$ cat config.mk
export PLATFORM = sky130hd
export DESIGN_NAME = led_multiplex_scan_select
export DESIGN_NICKNAME = d
export VERILOG_FILES = /design/src/rtl/lms_pkg.sv /design/src/rtl/led_multiplex_scan_select.sv /design/src/rtl/lms_walk.sv
export SDC_FILE = /design/constraint.sdc
export NUM_CORES = 1
export LEC_CHECK = 0
export BUFFER_PORTS_ARGS = -buffer_cell sky130_fd_sc_hd__buf_2
export CAP_MARGIN = 20
export CORE_AREA = 4 4 133 135
export CTS_BUF_LIST = sky130_fd_sc_hd__clkbuf_16
export DETAILED_ROUTE_END_ITERATION = 6
export DIE_AREA = 0 0 137 139
export PLACE_DENSITY = 0.52
export SLEW_MARGIN = 20
export SYNTH_ARGS = -nofsm -noshare
export SYNTH_HDL_FRONTEND = slang
export SYNTH_SLANG_ARGS = --single-unit
export TNS_END_PERCENT = 50
$ cat constraint.sdc
create_clock -name clk -period 10.4 [get_ports clk]
set_clock_uncertainty 0.05 [all_clocks]
set_input_delay 0.52 -clock clk [delete_from_list [all_inputs] [get_ports clk]]
set_output_delay 0.52 -clock clk [all_outputs]
set_load 0.1 [all_outputs]
$ cat src/rtl/lms_pkg.sv
// Shared constants and types for the LED multiplex scan selector.
// No dependencies; imported by every module of the block.
package lms_pkg;

	localparam int LED_COUNT_DEF = 18;
	localparam int MASK_W        = 18;
	localparam int IDX_W         = 5;
	localparam int LVL_W         = 8;
	localparam int CNT_W         = 5;
	localparam int CFG_W         = 5;
	localparam int IN_DATA_W     = 24;
	localparam int OUT_DATA_W    = 32;

	localparam logic FUNC_FILL = 1'b0;
	localparam logic FUNC_SCAN = 1'b1;

	localparam logic [CFG_W-1:0] LEDS_AT_ONCE_RST = 5'd1;

	// one accepted command handed to the walker
	typedef struct packed {
		logic             func;
		logic [IDX_W-1:0] first_index;
		logic [IDX_W-1:0] end_index;
		logic             lit;
	} cmd_t;

	// one scan result
	typedef struct packed {
		logic [MASK_W-1:0] on_mask;
		logic [CNT_W-1:0]  on_count;
		logic [IDX_W-1:0]  next_start;
	} res_t;

endpackage

$ cat src/rtl/led_multiplex_scan_select.sv
// Top level of the LED multiplex scan selector: stream ports, config register,
// output register. Depends on lms_pkg and lms_walk.
//
// Usage: the slave stream takes command words. tuser[0] selects the kind:
// a fill writes the lit state (level nonzero) into LEDs first_index up to
// end_index (exclusive, both clamped to the LED count); a scan tick walks the
// LEDs circularly from the start pointer and selects up to leds_at_once lit
// ones (zero means no limit). A fill yields no output word; a scan yields one
// master word with the on-mask, the count and the new start pointer.
// The config channel writes leds_at_once; write it only while the block is idle.
//
// Timing: one walker visits one LED per cycle, but a scan holds its last
// step while the output register is full. A fill visits LEDs first up to
// end; an empty fill leaves the walker idle. A scan visits N LEDs (1..LED_COUNT);
// its word reaches the master side through the output register.
// tready stays low while the walker runs.
// Stalls: a finished word waits in the output register while the next command
// is taken; a second scan holds its last step until that register frees up.
// Reset clears all lit flags, the pointer to LED 0 and leds_at_once to 1.
module led_multiplex_scan_select
	import lms_pkg::*;
#(
	parameter int LED_COUNT = LED_COUNT_DEF
) (
	input  logic                  clk,
	input  logic                  arst_n,
	input  logic                  s_tvalid,
	output logic                  s_tready,
	// [4:0] first_index, [9:5] end_index, [17:10] level, [23:18] zero
	input  logic [IN_DATA_W-1:0]  s_tdata,
	// [0] func
	input  logic                  s_tuser,
	output logic                  m_tvalid,
	input  logic                  m_tready,
	// [17:0] on_mask, [22:18] on_count, [27:23] next_start, [31:28] zero
	output logic [OUT_DATA_W-1:0] m_tdata,
	input  logic                  cfg_valid,
	output logic                  cfg_ready,
	input  logic [CFG_W-1:0]      cfg_data
);

	logic [CFG_W-1:0] leds_at_once_q;
	logic             out_valid_q;
	res_t             out_res_q;

	cmd_t cmd;
	logic busy;
	logic start;
	logic res_ready;
	logic res_valid;
	res_t res;

	// unpack the command word; a fill only needs to know lit or dark
	always_comb begin
		cmd.func        = s_tuser;
		cmd.first_index = s_tdata[IDX_W-1:0];
		cmd.end_index   = s_tdata[2*IDX_W-1:IDX_W];
		cmd.lit         = (s_tdata[2*IDX_W+LVL_W-1:2*IDX_W] != '0);
	end

	assign s_tready  = !busy;
	assign start     = s_tvalid && s_tready;
	assign res_ready = !out_valid_q || m_tready;
	assign cfg_ready = 1'b1;

	lms_walk #(
		.LED_COUNT (LED_COUNT)
	) u_walk (
		.clk          (clk),
		.arst_n       (arst_n),
		.start        (start),
		.cmd          (cmd),
		.leds_at_once (leds_at_once_q),
		.res_ready    (res_ready),
		.busy         (busy),
		.res_valid    (res_valid),
		.res          (res)
	);

	// config register
	always_ff @(posedge clk or negedge arst_n) begin
		if (!arst_n) begin
			leds_at_once_q <= LEDS_AT_ONCE_RST;
		end else if (cfg_valid && cfg_ready) begin
			leds_at_once_q <= cfg_data;
		end
	end

	// output register: load a finished scan, drop the word once taken
	always_ff @(posedge clk or negedge arst_n) begin
		if (!arst_n) begin
			out_valid_q <= 1'b0;
		end else if (res_valid) begin
			out_valid_q <= 1'b1;
		end else if (m_tready) begin
			out_valid_q <= 1'b0;
		end
	end

	always_ff @(posedge clk) begin
		if (res_valid) begin
			out_res_q <= res;
		end
	end

	assign m_tvalid = out_valid_q;
	assign m_tdata  = {(OUT_DATA_W - MASK_W - CNT_W - IDX_W)'(0),
		out_res_q.next_start, out_res_q.on_count, out_res_q.on_mask};

endmodule

$ cat src/rtl/lms_walk.sv
// Lit-flag store and the one-LED-per-cycle walker for fills and scans; a scan holds its last step until res_ready.
// Depends on lms_pkg.
module lms_walk
	import lms_pkg::*;
#(
	parameter int LED_COUNT = LED_COUNT_DEF
) (
	input  logic             clk,
	input  logic             arst_n,
	input  logic             start,
	input  cmd_t             cmd,
	input  logic [CFG_W-1:0] leds_at_once,
	input  logic             res_ready,
	output logic             busy,
	output logic             res_valid,
	output res_t             res
);

	localparam int PW  = (LED_COUNT > 1) ? $clog2(LED_COUNT) : 1;
	localparam int IWC = $clog2(LED_COUNT + 1);
	localparam int IW  = (IWC > IDX_W) ? IWC : IDX_W;
	localparam int CW  = $clog2(LED_COUNT + 2);
	localparam int LW  = (CW > CFG_W) ? CW : CFG_W;

	localparam logic [1:0] ST_IDLE = 2'd0;
	localparam logic [1:0] ST_FILL = 2'd1;
	localparam logic [1:0] ST_SCAN = 2'd2;

	logic [1:0]           state_q;
	logic [LED_COUNT-1:0] flags_q;
	logic [PW-1:0]        pos_q;
	logic [PW-1:0]        origin_q;
	logic [PW-1:0]        scan_start_q;
	logic [IW-1:0]        hi_q;
	logic                 lit_q;
	logic [CW-1:0]        taken_q;
	logic [MASK_W-1:0]    mask_q;

	logic [IW-1:0]     lo_c;
	logic [IW-1:0]     hi_c;
	logic [PW-1:0]     origin_c;
	logic              hit;
	logic [CW-1:0]     taken_n;
	logic [MASK_W-1:0] mask_n;
	logic [PW-1:0]     pos_n;
	logic [LW-1:0]     limit;
	logic              scan_done;
	logic              fill_done;

	// clamp the fill range to the LED count and wrap an out-of-range scan start to 0
	always_comb begin
		lo_c = (32'(cmd.first_index) > LED_COUNT) ? IW'(LED_COUNT) : IW'(cmd.first_index);
		hi_c = (32'(cmd.end_index) > LED_COUNT) ? IW'(LED_COUNT) : IW'(cmd.end_index);
		origin_c = (32'(scan_start_q) >= LED_COUNT) ? '0 : scan_start_q;
	end

	// shared step: look at one flag, advance the pointer
	always_comb begin
		hit     = flags_q[pos_q];
		taken_n = taken_q + CW'(hit);
		for (int b = 0; b < MASK_W; b++) begin
			mask_n[b] = mask_q[b] | (hit && (32'(pos_q) == b));
		end
		pos_n     = (32'(pos_q) == LED_COUNT - 1) ? '0 : pos_q + PW'(1);
		limit     = (leds_at_once == '0) ? LW'(LED_COUNT + 1) : LW'(leds_at_once);
		scan_done = (pos_n == origin_q) || (LW'(taken_n) >= limit);
		fill_done = (IW'(pos_q) + IW'(1)) >= hi_q;
	end

	always_ff @(posedge clk or negedge arst_n) begin
		if (!arst_n) begin
			state_q      <= ST_IDLE;
			flags_q      <= '0;
			scan_start_q <= '0;
		end else begin
			case (state_q)
				ST_IDLE: begin
					if (start) begin
						if (cmd.func == FUNC_SCAN) begin
							state_q <= ST_SCAN;
						end else if (lo_c < hi_c) begin
							state_q <= ST_FILL;
						end
					end
				end
				ST_FILL: begin
					flags_q[pos_q] <= lit_q;
					if (fill_done) begin
						state_q <= ST_IDLE;
					end
				end
				ST_SCAN: begin
					if (scan_done && res_ready) begin
						scan_start_q <= pos_n;
						state_q      <= ST_IDLE;
					end
				end
				default: begin
					state_q <= ST_IDLE;
				end
			endcase
		end
	end

	// walker datapath
	always_ff @(posedge clk) begin
		if (state_q == ST_IDLE && start) begin
			taken_q <= '0;
			mask_q  <= '0;
			lit_q   <= cmd.lit;
			hi_q    <= hi_c;
			if (cmd.func == FUNC_SCAN) begin
				pos_q    <= origin_c;
				origin_q <= origin_c;
			end else begin
				pos_q <= PW'(lo_c);
			end
		end else if (state_q == ST_FILL) begin
			pos_q <= pos_n;
		end else if (state_q == ST_SCAN && !scan_done) begin
			pos_q   <= pos_n;
			taken_q <= taken_n;
			mask_q  <= mask_n;
		end
	end

	assign busy      = (state_q != ST_IDLE);
	assign res_valid = (state_q == ST_SCAN) && scan_done && res_ready;

	always_comb begin
		res.on_mask    = mask_n;
		res.on_count   = (32'(taken_n) > 31) ? CNT_W'(31) : CNT_W'(taken_n);
		res.next_start = IDX_W'(pos_n);
	end

endmodule

### Yosys cells after proc, flatten, opt, wreduce, memory -nomap -nowiden

Index checks and enable logic that the tools add are counted.

| word-level totals | value |
|---|---|
| bits of input ports | 35 |
| output and inout port bits | 35 |
| memories | 0 |
| logic and storage cells | 130 |
| RAM bits | 0 |
| latch bits | 0 |
| bits in read-only memories | 0 |
| register bits | 98 |

| cells by class | value |
|---|---|
| shift-type cells | 0 |
| equality and inequality tests | 24 |
| divide/modulo/power cells | 0 |
| muxes and demuxes | 22 |
| add/subtract/negate cells | 2 |
| multipliers | 0 |
| reduce and logical (&&, ||, !) cells | 41 |
| bitwise operators | 19 |
| magnitude comparators | 8 |

Operator list:

| kind | count |
|---|---|
| two-way mux 5 bit | 9 |
| equality test 5 x 4 -> 1 bit, second input constant | 8 |
| logical AND 1 bit | 25 |
| equality test 5 x 3 -> 1 bit, second input constant | 4 |
| bitwise mux 18 bit | 1 |
| OR 1 bit | 18 |
| equality test 5 x 2 -> 1 bit, second input constant | 2 |
| equality test 5 bit, second input constant | 2 |
| >= comparator 5 bit | 2 |
| greater-than comparator 5 bit, second input constant | 2 |
| logical NOT 5 bit | 2 |
| two-way mux 2 bit | 5 |
| nonzero test 8 bit | 1 |
| less-than comparator 5 x 6 -> 1 bit, second input constant | 1 |
| != test 2 x 1 -> 1 bit, second input constant | 3 |
| one-hot mux 2 bit (3 select lines) | 1 |
| AND reduction 2 bit | 3 |
| adder 5 x 1 -> 5 bit | 1 |
| adder 5 x 1 -> 5 bit, second input constant | 1 |
| binary-select mux 1 bit (select 5 bit) | 1 |
| demux 1 bit (select 5 bit) | 1 |
| equality test 5 x 1 -> 1 bit, second input constant | 1 |
| equality test 5 bit | 1 |
| >= comparator 5 x 1 -> 1 bit, second input constant | 1 |
| other kinds (13) | 20 |

### Longest topological paths before layout

Gate-level depths: netlist of run 1.

| logic depth | value |
|---|---|
| depth after elaboration | 10 |
| gate-level depth with buffers | 15 |
| depth with buffers taken out | 13 |

### Hierarchy

From an unflattened synthesis of run 1, not the netlist that was laid out.

| second synthesis, totals | value |
|---|---|
| cells, all modules | 422 |
| area total of the unflattened synthesis | 4,744.6 µm² |

Modules (own cells, without submodules):

| module | times used | seq. area each (µm²) | area an instance (µm²) | cells an instance |
|---|---|---|---|---|
| lms_walk | 1 | 1,566.5 | 3,612.2 | 369 |
| led_multiplex_scan_select | 1 | 992.2 | 1,132.3 | 53 |

### Least setup slack after synthesis of run 1

OpenSTA, ideal clock, no wires.

| timing path | value |
|---|---|
| path kind | register to register |
| start | reg u_walk.pos_q[2] |
| end | reg u_walk.scan_start_q[0] |
| slack | 6,079 ps |
| path buffers | 1 |
| arrival | 4,146 ps |
| data required time | 10,224 ps |
| setup time | 126 ps |
| cell stages (with the launch flop) | 15 |
| clock period less this slack | 4,321 ps |
| cell sequence | edfxtp_1 > clkbuf_1 > or3b_2 > a2bb2oi_1 > a21o_1 > nand2_1 > ha_1 > ha_1 > nand3_1 > xnor2_1 > ha_1 > o21a_1 > a21oi_1 > a221oi_4 > mux2_4 |

RTL lines:

| what | RTL line | source |
|---|---|---|
| start: declaration | lms_walk.sv:31 | `logic [PW-1:0] pos_q;` |
| start signal: assignment | lms_walk.sv:113 | `pos_q <= origin_c;` |
| start signal: assignment | lms_walk.sv:116 | `pos_q <= PW'(lo_c);` |
| start signal: assignment | lms_walk.sv:119 | `pos_q <= pos_n;` |
| end signal: assignment | lms_walk.sv:94 | `scan_start_q <= pos_n;` |
| end: declaration | lms_walk.sv:33 | `logic [PW-1:0] scan_start_q;` |

==> flow_summary.toml, run 1 <==
[clocking]
clk_latency_ns = 0.36
cts_num_sinks = 98
clock_path_buffers = 2
cts_setup_buffers = 0
h-tree-depth = 3
cts_root_buf = "clkbuf_16"
cts.clk_slew.worst_paths_ns = 0.07
cts_tree = "yes"
hold_buffers = 0
cts_buffers = 9
cts_resized = 0

[setup_path]
critPathKind = "reg2reg"
required_ns = 10.39
critPathMaxFanout = 13
start_kind = "flop"
worstPathArrival_ns = 4.55
end_kind = "flop"

[outcome]
status = "finished clean"

[drt]
routed_via_density = 4.57
final_antenna_net_count = 0
drc = 0
wl_per_cell_um = 14.9
drt_iter0_markers = 184
dr.pass1.iters = 4
vias = 3114
wl_um = 10200

[sta]
finalSetupTns_ns = 0
rsz0062_at_grt = "no"
slew_headroom_pct = 51.6
tightest_slew_ns = 0.725
drv_slew = 0
setup_viol = 0
hold_viol = 0
fin_crit_sh_pct = 43.8
period_needed_ns = 4.56
clock.fmax_mhz = 219

[cells_and_area]
stdcell_count = 682
drive_above_1_share_pct = 25.3
n_antenna_cell = 0
syn_to_final_growth_pct = 16.5
fin_nets = 513

[global_route]
grt_max_degree = 35
grt_pass1_wl_um = 16800
grt_use_total_pct = 11.3
antenna_found_initial = 0
grt_pass1_vias = 3280
grt.overflow.total = 0

[logic_synthesis]
ys.flop_type = "edfxtp_1"
yosysWarnings = 0
ys_seq_elements = 98
avgSynthCellArea_um2 = 11.8
syn_area_mm2 = 0.00475
syn_inst = 402
ys_types = 58
ys_seq_area_share_pct = 53.9
synth_edf_count = 44
async_flop_share_pct = 31.6

[placed_design]
portBuffers = 58
place_inst = 666
place_congestion = 0.767
dpl.hpwl_um = 7440

[die]
die_y_um = 139
die_width_um = 137
dieArea_mm2 = 0.0190
rows = 47
start_util_pct = 28.8
io_pins = 70
coreArea_mm2 = 0.0165

[power]
total_power_uw = 1590
cellLeakagePower_uw = 0.00236
ir_worst_vdd_uv = 104
p_per_area_mw_per_mm2 = 288

[flow_run]
cap_violations = 0

[worst_hold_path]
hp-class = "in2async"
==> final timing paths <==
path                             startpoint                 to  slack, ns  cells past startpoint
min in group clk                 s_tdata[9]     u_walk.hi_q[4]       0.33                      1
hold reg to reg            u_walk.mask_q[4]   u_walk.mask_q[4]       0.40                      2
hold / removal                       arst_n  u_walk.state_q[0]       0.17                      1
setup / recovery            u_walk.pos_q[0]    u_walk.pos_q[4]       5.84                     11
setup reg to reg            u_walk.pos_q[0]    u_walk.pos_q[4]       5.84                     11
max in group asynchronous            arst_n  u_walk.flags_q[0]       9.67                      1
==> metal layers <==
layer	GRT usage (%)	share of wire (%)
met4	3.73	1.6
met1	14.5	47
met5	0	0
met2	18.1	47
met3	3.56	5.0
==> sequential cells by signal, indices dropped and copies added, names as in the netlist <==
register	flops
u_walk.flags_q	18
u_walk.pos_q	5
m_tvalid	1
u_walk.origin_q	5
u_walk.state_q	2
u_walk.mask_q	18
u_walk.lit_q	1
m_tdata	28
leds_at_once_q	5
u_walk.scan_start_q	5
u_walk.hi_q	5
u_walk.taken_q	5
==> cells in the final DEF (no fill, tap or decap), types with 10 or more instances in the layout <==
cell type,synthesis,final
edfxtp_1,44,44
a21o_1,10,10
mux2_2,20,20
nor2_1,27,27
o21bai_1,16,16
inv_1,23,23
dfrtp_1,30,30
nand2_1,32,32
clkbuf_16,0,10
o21ai_0,18,18
dfxtp_1,23,23
buf_2,2,58
a32o_1,13,13
ha_1,21,21
==> where the power goes <==
| part | switching [µW] | internal, µW |
|---|---|---|
| Combinational | 436 | 215 |
| Clock | 153 | 179 |
| Sequential | 81.7 | 525 |
==> per-stage QoR <==
| step | util (%) | hold WS, ns | setup slack (ns) | cell area [µm²] |
|---|---|---|---|---|
| 2_1_floorplan | - | 0.174 | 6.08 | 4760 |
| 5_1_grt | 33.6 | 0.229 | 5.50 | 5530 |
| 3_3_place_gp | 31.8 | 0.378 | 5.83 | 5230 |
| 3_5_place_dp | 31.8 | 0.387 | 5.72 | 5230 |
| 6_report | 33.6 | 0.167 | 5.84 | 5530 |
| 4_1_cts | 33.6 | 0.198 | 5.69 | 5530 |
==> critical path, cell delays in order, from the launching register on <==
cell and delay [ns]:
edfxtp_1 0.77, mux4_2 0.61, a22oi_1 0.26, nand2_1 0.23, ha_1 0.26, ha_1 0.32
ha_1 0.29, a21o_1 0.15, a211o_1 0.30, a211oi_1 0.51, nand2_1 0.22, nand3_1 0.27
==> cells by family after synthesis <==
group                      Yosys count  synth area share (%)
other                                2                 0.158
and+or+nand+nor                    111                  11.8
xor gates and xnor gates             8                  1.48
buffers and inverters               42                  4.09
AOI/OAI and AO/OA                   84                  13.4
DFF                                 98                  53.9
adders and majority gates           21                  5.54
muxes                               36                  9.60
==> Yosys cell counts, drive strengths merged (9+ instances only) <==
cell type | instances | share of area (%)
a21oi | 9 | 1.2
clkbuf | 9 | 0.71
dfrtp | 30 | 16
o21bai | 16 | 2.5
ha | 21 | 5.5
buf | 10 | 1.6
nor2 | 27 | 2.1
o21ai | 19 | 2.1
a32o | 13 | 2.7
dfxtp | 23 | 9.7
a21o | 10 | 1.6
nand2 | 32 | 2.5
mux2 | 24 | 6.0
edfxtp | 44 | 28
inv | 23 | 1.8
==> final cells by class <==
type | instances | area, µm²
well taps | 220 | 275
fillers | 1694 | 10900
multi-input cells | 265 | 2000
clock buffers | 10 | 250
inverters | 23 | 86.3
flip-flops and latches | 98 | 2560
repair buffers | 60 | 305
clock inverters | 6 | 46.3
(Power assumes the default switching activity.)
==> run 2, diff against run 1 <==
==> constraint.sdc (replaced) <==
create_clock -name clk -period 4.5 [get_ports clk]
set_clock_uncertainty 0.05 [all_clocks]
set_input_delay 0.225 -clock clk [delete_from_list [all_inputs] [get_ports clk]]
set_output_delay 0.225 -clock clk [all_outputs]
set_load 0.1 [all_outputs]
==> run 2 against run 1 <==
  * Non-clock buffer count is 10 higher
  * Global-route usage about the same
  * Via count grew 2.3%
  * Critical path depth is 2 higher
  * Core utilization increased by 0.58 points
  * Critical path type unchanged
  * Sequential power grew 120%
  * Combinational power grew to 2.6 times the previous value
==> flow_summary.toml, run 2 (synthesis results as in run 1) <==
[die]
die_width_um = 137
start_util_pct = 28.8
rows = 47
io_pins = 70
coreArea_mm2 = 0.0165
die_y_um = 139
dieArea_mm2 = 0.0190

[sta]
drv_slew = 0
fin_crit_sh_pct = 91.2
clock.fmax_mhz = 244
setup_viol = 0
slew_headroom_pct = 51.7
finalSetupTns_ns = 0
tightest_slew_ns = 0.725
period_needed_ns = 4.10
rsz0062_at_grt = "no"
worst_hold_slack_ns = 0.0383
hold_viol = 0

[global_route]
grt_use_total_pct = 11.3
grt_pass1_vias = 3316
grt.overflow.total = 0
antenna_found_initial = 0
grt_pass1_wl_um = 17000
grt_max_degree = 33

[setup_path]
required_ns = 4.68
crit_start = "u_walk.pos_q[0]"
crit_path_max_incr_delay_ns = 0.64
rr_startpoint = "u_walk.pos_q[0]"
path_cells = "mux4_2 -> a2bb2oi_1 -> a21o_1 -> nand2_1 -> ha_1 -> ha_1 -> ha_1 -> a21o_1 -> a211o_1 -> a21oi_1 -> a221oi_4 -> buf_12 -> mux2_4"
worstPathArrival_ns = 4.28
critPathMaxFanout = 10
crit_top_cell = "ha_1"
start_kind = "flop"
crit_path_top_delay_cell = "edfxtp_1"
end_kind = "flop"
critPathKind = "reg2reg"

[worst_hold_path]
hp-class = "in2reg"
min_from = "s_tdata[9]"

[power]
p_per_area_mw_per_mm2 = 665
internal-power_uw = 2180
total_power_uw = 3740
p_sw_uw = 1560
cellLeakagePower_uw = 0.00241
ir_worst_vdd_uv = 249
p_sw_share_pct = 41.8
p_clk_share_pct = 19.4
seq_power_share_pct = 36.1
p_comb_share_pct = 44.6

[clocking]
clock_path_buffers = 2
cts_num_sinks = 98
cts_root_buf = "clkbuf_16"
cts_tree = "yes"
clk_latency_ns = 0.34
cts_buffers = 9
h-tree-depth = 3
cts_resized = 0
cts.clk_slew.worst_paths_ns = 0.07

[placed_design]
dpl.hpwl_um = 7590
portBuffers = 58
place_congestion = 0.768

[cells_and_area]
largest_reg_flops = 28
n_antenna_cell = 0
syn_to_final_growth_pct = 18.5
layout_commonest_cell = "buf_2"
ff_latch_area_mm2 = 0.00256
num-fill-cells = 1676
layout_common_cells = "buf_2 (58), edfxtp_1 (44), nand2_1 (32)"
drive_above_1_share_pct = 26.7
fin_nets = 523
multi_input_area_mm2 = 0.00200

[drt]
routed_via_density = 4.60
final_antenna_net_count = 0
wl_um = 10000
vias = 3186
wl_per_cell_um = 14.5
drt_iter0_markers = 133
drc = 0
dr.pass1.iters = 4

[outcome]
status = "finished clean"

[flow_run]
cap_violations = 0
-- run 2: changes by cell type in the layout (fill, tap and decap cells not counted), sizes merged --
cell / before / now
buf: 60 / 69
clkinv: 2 / 3
inv: 26 / 27
dlygate4sd3: 0 / 1
clkbuf: 10 / 9
clkinvlp: 1 / 0
-- run 2: power groups by stage --
stage                     combinational, µW  clock, µW  sequential [µW]
after global routing                   1840        781             1380
after global placement                 1640          0             1360
after CTS                              1680        746             1350
after floorplan                         969          0             1620
final                                  1670        724             1350
after detailed placement               1670          0             1370
-- run 2: metrics by stage --
| stage | util (%) | cells | setup WS [ns] | cell area (µm²) |
|---|---|---|---|---|
| floorplan | - | 405 | 0.179 | 4760 |
| global placement | 32.3 | 674 | 0.342 | 5320 |
| detailed placement | 32.3 | 674 | 0.269 | 5320 |
| CTS | 34.0 | 691 | 0.260 | 5600 |
| global route | 34.1 | 692 | 0.117 | 5620 |
| finish | 34.1 | 692 | 0.398 | 5620 |
-- run 2: worst paths after layout --
check | endpoint | slack (ns) | cells after the start
worst min-delay path | u_walk.hi_q[4] | 0.04 | 1
worst min register to register | u_walk.mask_q[12] | 0.40 | 2
min in group asynchronous | u_walk.scan_start_q[2] | 0.42 | 2
worst max register to register | u_walk.scan_start_q[4] | 0.40 | 13
worst max-delay path | u_walk.scan_start_q[4] | 0.40 | 13
max in group asynchronous | u_walk.flags_q[12] | 3.51 | 2
-- run 2: final cells by class --
cell class | instances | share of cell area, %
clock buffer | 9 | 4.01
inverter | 23 | 1.54
multi-input combinational | 265 | 35.7
timing repair buffer | 70 | 7.48
clock inverter | 7 | 0.913
sequential | 98 | 45.5
tap | 220 | 4.90
-- run 2: timing repair --
action                                 4_1_cts  5_1_grt
hold buffers                                 1        0
buffers inserted                             0        1
endpoints found under the hold margin       30        0
setup endpoints to repair                    0       22
-- run 2: worst max-delay path: cells and delay by family, from the launching register on --
kind | cells | cell delay (ns)
AND/OR/NAND/NOR | 1 | 0.09
flip-flops | 1 | 0.64
multiplexers | 2 | 0.86
AO/OA/AOI/OAI | 6 | 1.35
adder cells (fa/ha/maj) | 3 | 0.79
buffers and inverters | 1 | 0.19
-- run 2: per-layer routing --
layer  GRT usage [%]  up-vias  wire length [µm]  share of wire (%)
met5               0        -                 0                  0
met4            4.04        0               160                1.6
met3            2.87       11               416                4.1
met2            18.1       67              4750                 47
met1            14.7     1528              4710                 47
li1                -     1580                 -                  -
==> run 3, diff against run 2 <==
==> constraint.sdc (replaced) <==
create_clock -name clk -period 4.22 [get_ports clk]
set_clock_uncertainty 0.05 [all_clocks]
set_input_delay 0.211 -clock clk [delete_from_list [all_inputs] [get_ports clk]]
set_output_delay 0.211 -clock clk [all_outputs]
set_load 0.1 [all_outputs]
==> run 3 against run 2 <==
  * Non-clock buffer count fell by 3
  * Sequential share of layout area is essentially flat
  * Routed wire length rose by 2.3%
  * Sequential power rose by 7%
  * Sequential cell count is the same
  * Combinational power increased by 5%
  * Final area barely moved
  * Via count increased by 0.16%
  * Clock power grew 14%
  * Power grew 7.4%
  * Critical path depth unchanged
==> flow_summary.toml, run 3 (synthesis results as in run 1) <==
[die]
dieArea_mm2 = 0.0190
start_util_pct = 28.8
rows = 47
coreArea_mm2 = 0.0165
io_pins = 70
die_width_um = 137
die_y_um = 139

[sta]
worst_hold_slack_ns = 0.0226
tightest_slew_ns = 0.737
slew_headroom_pct = 50.9
setup_slack_ns = 0.338
rsz0062_at_grt = "no"
setup_viol = 0
fin_crit_sh_pct = 92.0
clock.fmax_mhz = 258
hold_viol = 0
period_needed_ns = 3.88
drv_slew = 0
finalSetupTns_ns = 0

[global_route]
grt_use_total_pct = 11.3
grt_pass1_wl_um = 16900
antenna_found_initial = 0
grt.overflow.total = 0
grt_pass1_vias = 3296
grt_max_degree = 33

[drt]
routed_via_density = 4.63
dr.pass1.iters = 4
final_antenna_net_count = 0
drc = 0
vias = 3191
wl_per_cell_um = 14.9
wl_um = 10300
drt_iter0_markers = 118

[setup_path]
required_ns = 4.40
path_cells = "mux4_2 -> a22oi_1 -> nand2_2 -> ha_2 -> inv_1 -> ha_1 -> nand2b_1 -> a21o_1 -> a211o_1 -> a21oi_2 -> a221oi_4 -> buf_12 -> mux2_4"
critPathKind = "reg2reg"
start_kind = "flop"
worstPathArrival_ns = 4.06
end_kind = "flop"
critPathMaxFanout = 11
crit_path_max_incr_delay_ns = 0.55
crit_path_top_delay_cell = "mux4_2"
worst-path-buf-inv = 2
cp_top_family = "compound AO/OA/AOI/OAI gates"

[clocking]
cts_num_sinks = 98
cts_root_buf = "clkbuf_16"
clock_path_buffers = 2
h-tree-depth = 3
cts_tree = "yes"
clk_latency_ns = 0.35
cts_buffers = 9
cts.clk_slew.worst_paths_ns = 0.07

[power]
ir_worst_vdd_uv = 270
p_per_area_mw_per_mm2 = 714
cellLeakagePower_uw = 0.00241

[cells_and_area]
fin_nets = 520
num-fill-cells = 1696
n_antenna_cell = 0
drive_above_1_share_pct = 27.5
stdcell_count = 689
layout_common_cells = "buf_2 (58), edfxtp_1 (44), nand2_1 (31)"
layout_commonest_cell = "buf_2"
largest_reg_flops = 28
syn_to_final_growth_pct = 18.6

[placed_design]
pre_cts_ws_ns = 0.132
place_inst = 671
dpl.hpwl_um = 7570
place_congestion = 0.776
portBuffers = 58

[flow_run]
cap_violations = 0

[outcome]
status = "finished clean"

[worst_hold_path]
hp-class = "in2reg"
[run 3: path summary, 6_finish.rpt]
path / slack [ns] / from / cells past startpoint / end
worst max-delay path: 0.34 / u_walk.pos_q[0] / 13 / u_walk.scan_start_q[0]
worst min-delay path: 0.02 / s_tdata[9] / 1 / u_walk.hi_q[4]
worst max register to register: 0.34 / u_walk.pos_q[0] / 13 / u_walk.scan_start_q[0]
worst min register to register: 0.41 / u_walk.mask_q[0] / 2 / u_walk.mask_q[0]
max in group asynchronous: 3.24 / arst_n / 2 / u_walk.flags_q[14]
min in group asynchronous: 0.40 / arst_n / 2 / u_walk.state_q[1]
[run 3: repair_timing]
item	in CTS	in global routing
endpoints found under the setup margin	0	26
resized for setup	0	2
buffers inserted	0	1
hold endpoints to repair	30	0
hold buffers	1	0
[run 3: routing by layer]
layer  part of all wire (%)  wire [µm]  up-vias  global-route usage (%)
met2                     47       4870       71                    18.2
met3                    4.3        440       12                    2.76
met5                      0          0        -                       0
met1                     47       4790     1537                    14.7
met4                    1.6        163        0                    4.20
li1                       -          -     1571                       -
[run 3: cell type report]
| cell class | instances | area, µm² | area share [%] |
|---|---|---|---|
| Clock buffer | 9 | 225 | 4.00 |
| Clock inverter | 7 | 71.3 | 1.27 |
| Inverter | 23 | 86.3 | 1.53 |
| Multi-Input combinational cell | 265 | 2020 | 36.0 |
| Sequential cell | 98 | 2560 | 45.5 |
| Tap cell | 220 | 275 | 4.89 |
| Timing Repair Buffer | 67 | 385 | 6.85 |
[run 3: through the flow]
step                      instance area, µm²  power [µW]  util, %
after floorplan                         4780        2790        -
after global placement                  5290        3160     32.2
after detailed placement                5290        3210     32.2
after CTS                               5600        4040     34.0
after global routing                    5630        4260     34.2
final                                   5630        4020     34.2
[run 3: power breakdown]
group	leakage (µW)	internal (µW)	total (µW)	switching [µW]
clock network	0.000151	460	823	363
logic	0.00126	594	1750	1150
registers	0.000996	1290	1450	154
